## src/tpfl_pkg.sv

```systemverilog
`timescale 1ns / 1ps
package tpfl_pkg;

  localparam int FIELD_W = 12;
  localparam int VAL_W = 13;

  typedef enum logic [3:0] {
    S_IDLE,
    S_X_RD,
    S_X_CHK,
    S_X_DIV,
    S_W_INIT,
    S_W_RD,
    S_W_CHK,
    S_W_DIV,
    S_I_RD,
    S_I_CHK,
    S_I_DIV,
    S_FIN,
    S_ONE,
    S_LIST
  } state_t;

endpackage

```

## src/tpfl_div.sv

```systemverilog
`timescale 1ns / 1ps
module tpfl_div (
  input  logic                            clk,
  input  logic                            rst,
  input  logic                            start,
  input  logic [tpfl_pkg::VAL_W-1:0]      dividend,
  input  logic [tpfl_pkg::FIELD_W-1:0]    divisor,
  output logic                            done,
  output logic [tpfl_pkg::VAL_W-1:0]      quotient,
  output logic [tpfl_pkg::FIELD_W-1:0]    remainder
);

  localparam int SW = $clog2(tpfl_pkg::VAL_W + 1);

  logic [SW-1:0]                   steps;
  logic                            running;
  logic [tpfl_pkg::VAL_W-1:0]      shreg;
  logic [tpfl_pkg::FIELD_W-1:0]    dsor;
  logic [tpfl_pkg::VAL_W-1:0]      trial;
  logic                            fits;

  assign trial = {remainder, shreg[tpfl_pkg::VAL_W-1]};
  assign fits = trial >= {1'b0, dsor};

  always_ff @(posedge clk) begin
    if (rst) begin
      running <= 1'b0;
      done <= 1'b0;
      steps <= '0;
    end else begin
      done <= 1'b0;
      if (start) begin
        running <= 1'b1;
        steps <= SW'(tpfl_pkg::VAL_W);
        shreg <= dividend;
        dsor <= divisor;
        remainder <= '0;
      end else if (running) begin
        remainder <= fits ? tpfl_pkg::FIELD_W'(trial - {1'b0, dsor})
                          : tpfl_pkg::FIELD_W'(trial);
        shreg <= {shreg[tpfl_pkg::VAL_W-2:0], 1'b0};
        quotient <= {quotient[tpfl_pkg::VAL_W-2:0], fits};
        steps <= steps - 1'b1;
        if (steps == SW'(1)) begin
          running <= 1'b0;
          done <= 1'b1;
        end
      end
    end
  end

endmodule

```

## config.mk

```make
export PLATFORM = sky130hd
export DESIGN_NAME = tpfl_div
export DESIGN_NICKNAME = d
export VERILOG_FILES = /design/src/tpfl_pkg.sv /design/src/tpfl_div.sv
export SDC_FILE = /design/constraint.sdc
export NUM_CORES = 1
export LEC_CHECK = 0
export ABC_AREA = 1
export BUFFER_PORTS_ARGS = -buffer_cell sky130_fd_sc_hd__buf_2
export CORE_ASPECT_RATIO = 1.5
export CORE_MARGIN = 5
export CORE_UTILIZATION = 60
export DETAILED_ROUTE_END_ITERATION = 10
export PLACE_DENSITY = 0.85
export SYNTH_ARGS = -nofsm -noshare
export SYNTH_HDL_FRONTEND = slang
export SYNTH_SLANG_ARGS = --single-unit
```

## constraint.sdc

```tcl
create_clock -name clk -period 6.2 [get_ports clk]
set_input_delay 1.24 -clock clk [delete_from_list [all_inputs] [get_ports clk]]
set_output_delay 1.24 -clock clk [all_outputs]
set_load 0.005 [all_outputs]
```

==> results of run 1 <==
-- worst max-delay path: stages --
cell and delay (ns):
buf_2 0.28, clkinv_1 0.66, nor2_1 1.03
-- per-layer routing --
| metal | up-vias | global-route usage, % | part of all wire (%) |
|---|---|---|---|
| li1 | 1191 | - | - |
| met1 | 1064 | 22.8 | 41 |
| met2 | 54 | 34.7 | 53 |
| met3 | 11 | 3.70 | 4.2 |
| met4 | 0 | 9.04 | 2.3 |
| met5 | - | 0 | 0 |
-- power by group through the flow --
| stage | Combinational (uW) | Clock (uW) | Sequential, uW |
|---|---|---|---|
| global placement | 195 | 0 | 462 |
| CTS | 204 | 199 | 455 |
| finish | 203 | 198 | 455 |
| global route | 233 | 218 | 458 |
| floorplan | 154 | 0 | 461 |
| detailed placement | 201 | 0 | 463 |
-- worst max-delay path by stage --
stage,start,to,slack [ns],cells past startpoint
global route,start,dsor[7],2.69,3
detailed placement,start,dsor[10],2.58,3
CTS,start,dsor[0],2.90,3
floorplan,start,remainder[0],3.11,3
finish,start,dsor[0],2.91,3
global placement,start,dsor[11],2.69,3
-- cell usage after synthesis, drive strengths merged --
cell type  count
xor2           1
nand4          6
edfxtp        50
xnor2          3
nor4           1
nor2          42
nand2        125
nand3b         4
inv           51
clkbuf         4
clkinv         1
nand3         15
fa             1
a21oi          6
a2111oi        1
dfxtp          6
nor3           3
a31oi          1
o21a           1
o21bai         1
buf            3
ha            14
-- logic make-up after synthesis --
kind of cell	share of synthesized area, %
AND/OR/NAND/NOR	28.5
buffers and inverters	8.09
flip-flops	53.5
adder cells (fa/ha/maj)	6.44
AO/OA/AOI/OAI	2.35
XOR/XNOR	1.16
-- through the flow --
stage                     power, uW  utilization, %  setup slack [ns]  area, um^2  hold slack, ns
after floorplan                 615               -              3.11        3030           0.452
after global placement          657            68.5              2.69        3350           0.423
after detailed placement        664            68.5              2.58        3350           0.428
after CTS                       858            70.3              2.90        3440           0.450
after global routing            908            70.3              2.69        3440           0.471
final                           856            70.3              2.91        3440           0.455
-- state kept, by name, indices dropped and copies added, names as in the netlist --
register,flops
quotient,13
shreg,13
dsor,12
remainder,12
steps,4
done,1
running,1
-- final cells by class --
cell class,count,area [um^2]
inverters,52,200
clock inverters,3,17.5
clock buffers,5,68.8
well taps,66,82.6
multi-input cells,225,1170
fillers,419,1450
repair buffers,54,273
flip-flops and latches,56,1620
-- placed cells by master, fill, tap and decap left out --
cell / count
a31oi_1: 1
inv_2: 2
nand2_1: 119
a2111oi_0: 1
a21oi_4: 1
o21a_1: 1
nand4_1: 6
nor3_2: 3
nor2_1: 32
nor2_2: 8
nand2_2: 6
nor2_4: 2
dfxtp_1: 6
clkinv_2: 1
clkbuf_8: 5
xor2_1: 1
o21bai_1: 1
nand3_2: 3
inv_1: 48
clkinv_1: 2
ha_1: 14
a21oi_1: 5
xnor2_1: 3
fa_1: 1
nand3b_1: 4
buf_4: 1
nand3_1: 12
edfxtp_1: 50
nor4_1: 1
buf_2: 53
inv_6: 2
==> impl_metrics.ini, run 1 <==
[status]
status = complete, no violations

[clock_tree]
cts_resized = 0
cts_buffer_depth = 2
cts.sinks = 56
clk_latency_ns = 0.31
tritoncts = built
path_clk_slew_ns = 0.09
postCtsSetupBuffers = 0
hold_buffers = 0
htreeDepth = 2
root_buffer = clkbuf_8
cts_made_buffers = 5

[worst_setup_path]
crit_type = input port to flop
cp-start-kind = input port
worstPathArrival_ns = 3.22
cp_data_required_time_ns = 6.14
r2r-start = remainder[1]
reg2reg_to = remainder[3]
r2r_setup_slack_ns = 3.88
endpoint_kind = flop
path_max_fanout = 27
reg2reg_depth = 9

[cells_and_area]
layout-drive-gt1-share_pct = 22.0
syn2layout_area_growth_pct = 13.3
n_antenna_cell = 0
layoutNonFillerInstCount = 461
nNetsFinal = 437

[floorplanning]
fp-row-count = 31
initial_utilization_pct = 62.0
io_pins = 54
die_w_um = 68.0
dieArea_mm2 = 0.00660
coreArea_mm2 = 0.00489
die_h_um = 97.1

[global_route]
grt_usage_pct = 20.0
grt_max_degree = 28
grt_pass1_vias = 2399
grt_pass1_wl_um = 10200
grt_antenna_before_repair = 0
overflow = 0

[pwr]
p_int_uw = 596
p_per_area_mw_per_mm2 = 249
power_frac_comb_pct = 23.7
pwr-share-seq_pct = 53.1
p_sw_share_pct = 30.4
p_switching_uw = 260
pwr-share-clk_pct = 23.1
p_leak_uw = 0.00167
ir_drop_mv = 0.204

[sta]
hold_viol = 0
fin_crit_ns = 3.29
worst_pin_slew_ns = 1.03
max_freq_mhz = 304
slew_viol_final = 0
skew_ns = 0.00919
finalSetupTns_ns = 0
setup_viol = 0
rsz0062_at_grt = no
maxSlewHeadroom_pct = 31.2
fin_crit_sh_pct = 53.0

[synth]
yosysTopAreaCell = edfxtp_1
ys_warn_count = 0
avgSynthCellArea_um2 = 8.92
ys_seq_area_share_pct = 53.5
ys_ff_latch = 56
synth_top_area_share_pct = 49.5
syn_inst = 340
ys_types = 31
syn_area_mm2 = 0.00303
synthTopCellsByArea = edfxtp_1, nand2_1, inv_1
mappedNetlistNets = 383

[placement]
dp_cells = 453
routabilityCongestion = 0.859
io_buffers = 53
dp_hpwl_um = 4510

[min_path]
hold_start = quotient[1]
whs_endpoint = quotient[2]
hold_depth = 0
worst_hold_path_type = flop to flop

[routing]
vias = 2320
ant_nets = 0
drt-wirelength-per-cell_um = 12.8
drtIter0Drc = 95
drcViolationCount = 0
drtPass1Iterations = 4
finalWirelength_um = 5910
viasPerCell = 5.03

[run]
cap_viol_max_count = 0
Note: power is estimated with default switching activity, not from simulation.
==> inputs of run 2 (changes only) <==
--- a/config.mk
+++ b/config.mk
@@ -5,13 +5,13 @@
 export SDC_FILE = /design/constraint.sdc
 export NUM_CORES = 1
 export LEC_CHECK = 0
-export ABC_AREA = 1
+export ABC_AREA = 0
 export BUFFER_PORTS_ARGS = -buffer_cell sky130_fd_sc_hd__buf_2
 export CORE_ASPECT_RATIO = 1.5
 export CORE_MARGIN = 5
-export CORE_UTILIZATION = 60
+export CORE_UTILIZATION = 50
 export DETAILED_ROUTE_END_ITERATION = 10
-export PLACE_DENSITY = 0.85
+export PLACE_DENSITY = 0.76
 export SYNTH_ARGS = -nofsm -noshare
 export SYNTH_HDL_FRONTEND = slang
 export SYNTH_SLANG_ARGS = --single-unit
==> constraint.sdc (replaced) <==
create_clock -name clk -period 2.68 [get_ports clk]
set_input_delay 0.536 -clock clk [delete_from_list [all_inputs] [get_ports clk]]
set_output_delay 0.536 -clock clk [all_outputs]
set_load 0.005 [all_outputs]
==> impl_metrics.ini, run 2 <==
[status]
status = complete, no violations

[worst_setup_path]
max_stage_delay_ns = 0.43
path_max_fanout = 9
crit_type = flop to flop
worst-path-buf-inv = 0
crit_slowest_cell = edfxtp_1
cp_data_required_time_ns = 2.74
path_cells = ha_1 > a21o_1 > a211oi_1 > o21a_2 > nand2_4 > a41o_1
worstPathArrival_ns = 2.42
endpoint_kind = flop
cp-start-kind = flop
cp_top_family = compound AO/OA/AOI/OAI gates
worstSetupPathDepth = 6
reg2reg_depth = 6

[floorplanning]
initial_utilization_pct = 51.5
fp-row-count = 33
die_h_um = 102
io_pins = 54
die_w_um = 71.4
coreArea_mm2 = 0.00549
dieArea_mm2 = 0.00730

[synth]
ys_types = 49
synth.most_common_cell = edfxtp_1
synthTopCellsByArea = edfxtp_1, ha_1, mux2_2
ys_seq_area_share_pct = 57.3
mappedNetlistNets = 257
ys_ff_latch = 56
async_reset_ff_share_pct = 0
avgSynthCellArea_um2 = 13.2
yosysTopAreaCell = edfxtp_1
synth_edf_count = 50
synth_commonest_cells = edfxtp_1, inv_1, ha_1
syn_inst = 214
ys_warn_count = 0
synth_top_area_share_pct = 53.1
synth_flop_cell = edfxtp_1
syn_area_mm2 = 0.00283

[sta]
slew_viol_final = 0
skew_ns = 0.00629
fin_crit_ns = 2.35
hold_viol = 0
rsz0062_at_grt = no
fin_crit_sh_pct = 87.8
max_freq_mhz = 425
finalSetupTns_ns = 0
maxSlewHeadroom_pct = 63.2
setup_viol = 0
worst_pin_slew_ns = 0.549

[routing]
drcViolationCount = 0
drtPass1Iterations = 4
drtIter0Drc = 108
drt-wirelength-per-cell_um = 16.6
viasPerCell = 5.57
finalWirelength_um = 5690
ant_nets = 0
vias = 1912

[placement]
io_buffers = 53
dp_hpwl_um = 4320
dp_cells = 335
routabilityCongestion = 0.887

[clock_tree]
cts.sinks = 56
clk_latency_ns = 0.31
path_clk_slew_ns = 0.10
htreeDepth = 2
cts_resized = 0
postCtsSetupBuffers = 0
hold_buffers = 0
cts_buffer_depth = 2
root_buffer = clkbuf_8
tritoncts = built
cts_made_buffers = 5

[cells_and_area]
layout_common_cells = buf_2, edfxtp_1, inv_1, ha_1
top_regs = quotient (13), shreg (13)
layout-drive-gt1-share_pct = 34.8
final_common_cell = buf_2
fillers = 450
n_antenna_cell = 0
syn2layout_area_growth_pct = 17.0
nNetsFinal = 315
layoutNonFillerInstCount = 343

[global_route]
grt_usage_pct = 16.5
grt_pass1_vias = 2002
grt_antenna_before_repair = 0
overflow = 0
grt_max_degree = 26
grt_pass1_wl_um = 9270

[run]
cap_viol_max_count = 0

[min_path]
hold_depth = 1
worst_hold_path_type = input port to flop

[pwr]
ir_drop_mv = 0.557
p_leak_uw = 0.00129
p_per_area_mw_per_mm2 = 619
## run 2: changes by cell type after synthesis, sizes merged, moves of 6 or more
cell    change
o21ai       +8
inv        -33
a211oi      +7
nand4       -6
mux2       +12
a21oi       +6
nand3       -9
nor2       -32
nand2     -115
## run 2: final timing paths
path	startpoint	slack [ns]	to
worst max-delay path	remainder[9]	0.33	remainder[8]
worst min-delay path	divisor[4]	0.40	dsor[4]
worst max register to register	remainder[9]	0.33	remainder[8]
worst min register to register	quotient[2]	0.45	quotient[3]
## run 2: logic make-up (layout without fill, tap and decap cells)
family | Yosys count | in the layout | synth area share (%)
compound gates | 57 | 57 | 17.2
xor+xnor | 5 | 5 | 1.55
fa+ha+maj | 15 | 15 | 6.90
buf+inv | 23 | 82 | 3.05
flops | 56 | 56 | 57.3
mux | 12 | 12 | 4.77
simple gates | 46 | 46 | 9.20
## run 2: area by class of cell
class / count / area [um^2] / share of cell area [%]
inverter: 18 / 67.6 / 2.04
clock inverter: 3 / 47.5 / 1.44
multi-input combinational: 135 / 1130 / 34.1
timing repair buffer: 56 / 288 / 8.69
tap: 70 / 87.6 / 2.65
sequential: 56 / 1620 / 49.0
clock buffer: 5 / 68.8 / 2.08
## run 2: layer usage
metal	up-vias	track usage, %	part of all wire, %
li1	934	-	-
met1	924	19.3	40
met2	46	29.6	55
met3	8	3.05	3.3
met4	0	6.51	2.0
met5	-	0	0
## run 2: metrics by stage
step           setup slack (ns)  hold slack, ns  area, um^2  util [%]  total power (uW)
3_3_place_gp              0.319           0.426        3190      58.2              1500
5_1_grt                   0.183           0.381        3310      60.3              2150
4_1_cts                   0.278           0.391        3310      60.3              2060
6_report                  0.328           0.397        3310      60.3              2050
2_1_floorplan             0.114           0.452        2830         -              1390
3_5_place_dp              0.311           0.429        3190      58.2              1510
## run 2: power by group
part           switching [uW]  internal (uW)
Clock                     279            282
Combinational             247            187
Sequential               33.3           1020
Total                     559           1490
==> inputs of run 3 (changes only) <==
--- a/config.mk
+++ b/config.mk
@@ -9,9 +9,9 @@
 export BUFFER_PORTS_ARGS = -buffer_cell sky130_fd_sc_hd__buf_2
 export CORE_ASPECT_RATIO = 1.5
 export CORE_MARGIN = 5
-export CORE_UTILIZATION = 50
+export CORE_UTILIZATION = 59
 export DETAILED_ROUTE_END_ITERATION = 10
-export PLACE_DENSITY = 0.76
+export PLACE_DENSITY = 0.84
 export SYNTH_ARGS = -nofsm -noshare
 export SYNTH_HDL_FRONTEND = slang
 export SYNTH_SLANG_ARGS = --single-unit
==> constraint.sdc (replaced) <==
create_clock -name clk -period 3 [get_ports clk]
set_input_delay 0.6 -clock clk [delete_from_list [all_inputs] [get_ports clk]]
set_output_delay 0.6 -clock clk [all_outputs]
set_load 0.005 [all_outputs]
==> impl_metrics.ini, run 3 (synthesis results as in run 2) <==
[floorplanning]
coreArea_mm2 = 0.00473
initial_utilization_pct = 59.8
fp-row-count = 31
die_h_um = 94.8
die_w_um = 66.6
io_pins = 54
dieArea_mm2 = 0.00631

[global_route]
grt_max_degree = 26
grt_pass1_wl_um = 9400
overflow = 0
grt_antenna_before_repair = 0
grt_usage_pct = 19.9
grt_pass1_vias = 2039

[pwr]
pwr-share-clk_pct = 30.0
p_sw_share_pct = 25.8
ir_drop_mv = 0.362
p_int_uw = 1420
p_switching_uw = 491
pwr-share-seq_pct = 49.4
p_per_area_mw_per_mm2 = 571
p_leak_uw = 0.00131
power_uw = 1910
power_frac_comb_pct = 20.6

[routing]
drcViolationCount = 0
viasPerCell = 5.70
drtIter0Drc = 122
ant_nets = 0
vias = 1943
finalWirelength_um = 5780
drt-wirelength-per-cell_um = 16.9
drtPass1Iterations = 4

[worst_setup_path]
r2r-start = shreg[12]
critPathLaunch = shreg[12]
cp_data_required_time_ns = 3.06
r2r_setup_slack_ns = 0.51
cp-start-kind = flop
endpoint_kind = flop
path_max_fanout = 3
reg2reg_depth = 8
worstPathArrival_ns = 2.55
reg2reg_to = remainder[8]
crit_type = flop to flop

[min_path]
whs_endpoint = quotient[12]
worst_hold_path_type = flop to flop
hold_depth = 0
hold_start = quotient[11]

[sta]
finalSetupTns_ns = 0
max_freq_mhz = 402
worst_pin_slew_ns = 0.661
fin_crit_ns = 2.49
fin_crit_sh_pct = 83.0
setup_viol = 0
skew_ns = 0.00806
slew_viol_final = 0
holdWs_ns = 0.448
hold_viol = 0
maxSlewHeadroom_pct = 55.7
rsz0062_at_grt = no

[clock_tree]
cts_resized = 0
clk_latency_ns = 0.31
tritoncts = built
path_clk_slew_ns = 0.10
hold_buffers = 0
root_buffer = clkbuf_8
htreeDepth = 2
cts_made_buffers = 5
cts.sinks = 56
cts_buffer_depth = 2
postCtsSetupBuffers = 0

[cells_and_area]
n_antenna_cell = 0
final_area_mm2 = 0.00334
layout_common_cells = buf_2, edfxtp_1, inv_1, ha_1
utilization_pct = 70.5
fillers = 350
syn2layout_area_growth_pct = 17.9
layout-drive-gt1-share_pct = 34.9
final_common_cell = buf_2
top_regs = quotient (13), shreg (13)
seqCellArea_mm2 = 0.00162
nNetsFinal = 317
multiInputGateArea_mm2 = 0.00113

[run]
cap_viol_max_count = 0

[placement]
place_area_mm2 = 0.00320
routabilityCongestion = 0.867
io_buffers = 53
dp_hpwl_um = 4230

[status]
status = complete, no violations
[run 3: worst max-delay path by stage]
| stage | end | slack [ns] | cells past startpoint |
|---|---|---|---|
| 6_report | remainder[8] | 0.51 | 8 |
| 3_3_place_gp | remainder[0] | 0.69 | 6 |
| 5_1_grt | remainder[8] | 0.41 | 8 |
| 2_1_floorplan | remainder[0] | 0.37 | 4 |
| 4_1_cts | remainder[8] | 0.58 | 8 |
| 3_5_place_dp | remainder[7] | 0.64 | 6 |
[run 3: metal layers]
layer	GRT usage, %	up-vias	wire [um]
met5	0	-	0
met4	9.49	0	162
met3	3.57	14	269
met2	34.5	53	3100
met1	23.3	937	2240
li1	-	939	-
[run 3: power by group through the flow]
stage	logic, uW	registers [uW]	clock network [uW]
after CTS	394	942	587
after detailed placement	388	960	0
final	394	942	571
after floorplan	283	956	0
after global routing	434	948	618
after global placement	380	957	0
[run 3: through the flow]
step / worst slack (ns) / std cells
detailed placement: 0.643 / 333
global placement: 0.694 / 333
global route: 0.408 / 341
CTS: 0.577 / 341
floorplan: 0.370 / 214
finish: 0.510 / 341
[run 3: worst max-delay path: stages, from the launching register on]
cell	delay, ns
edfxtp_1	0.38
inv_1	0.06
ha_1	0.23
fa_1	0.43
nor2b_1	0.18
o21bai_1	0.13
a211oi_1	0.41
o21ai_0	0.17
a41o_1	0.25
[run 3: cell type report]
class                      count  share of cell area [%]
clock buffer                   6                    2.17
clock inverter                 2                    1.80
inverter                      18                    2.02
multi-input combinational    135                    33.9
sequential                    56                    48.6
tap                           66                    2.47
timing repair buffer          58                    9.07
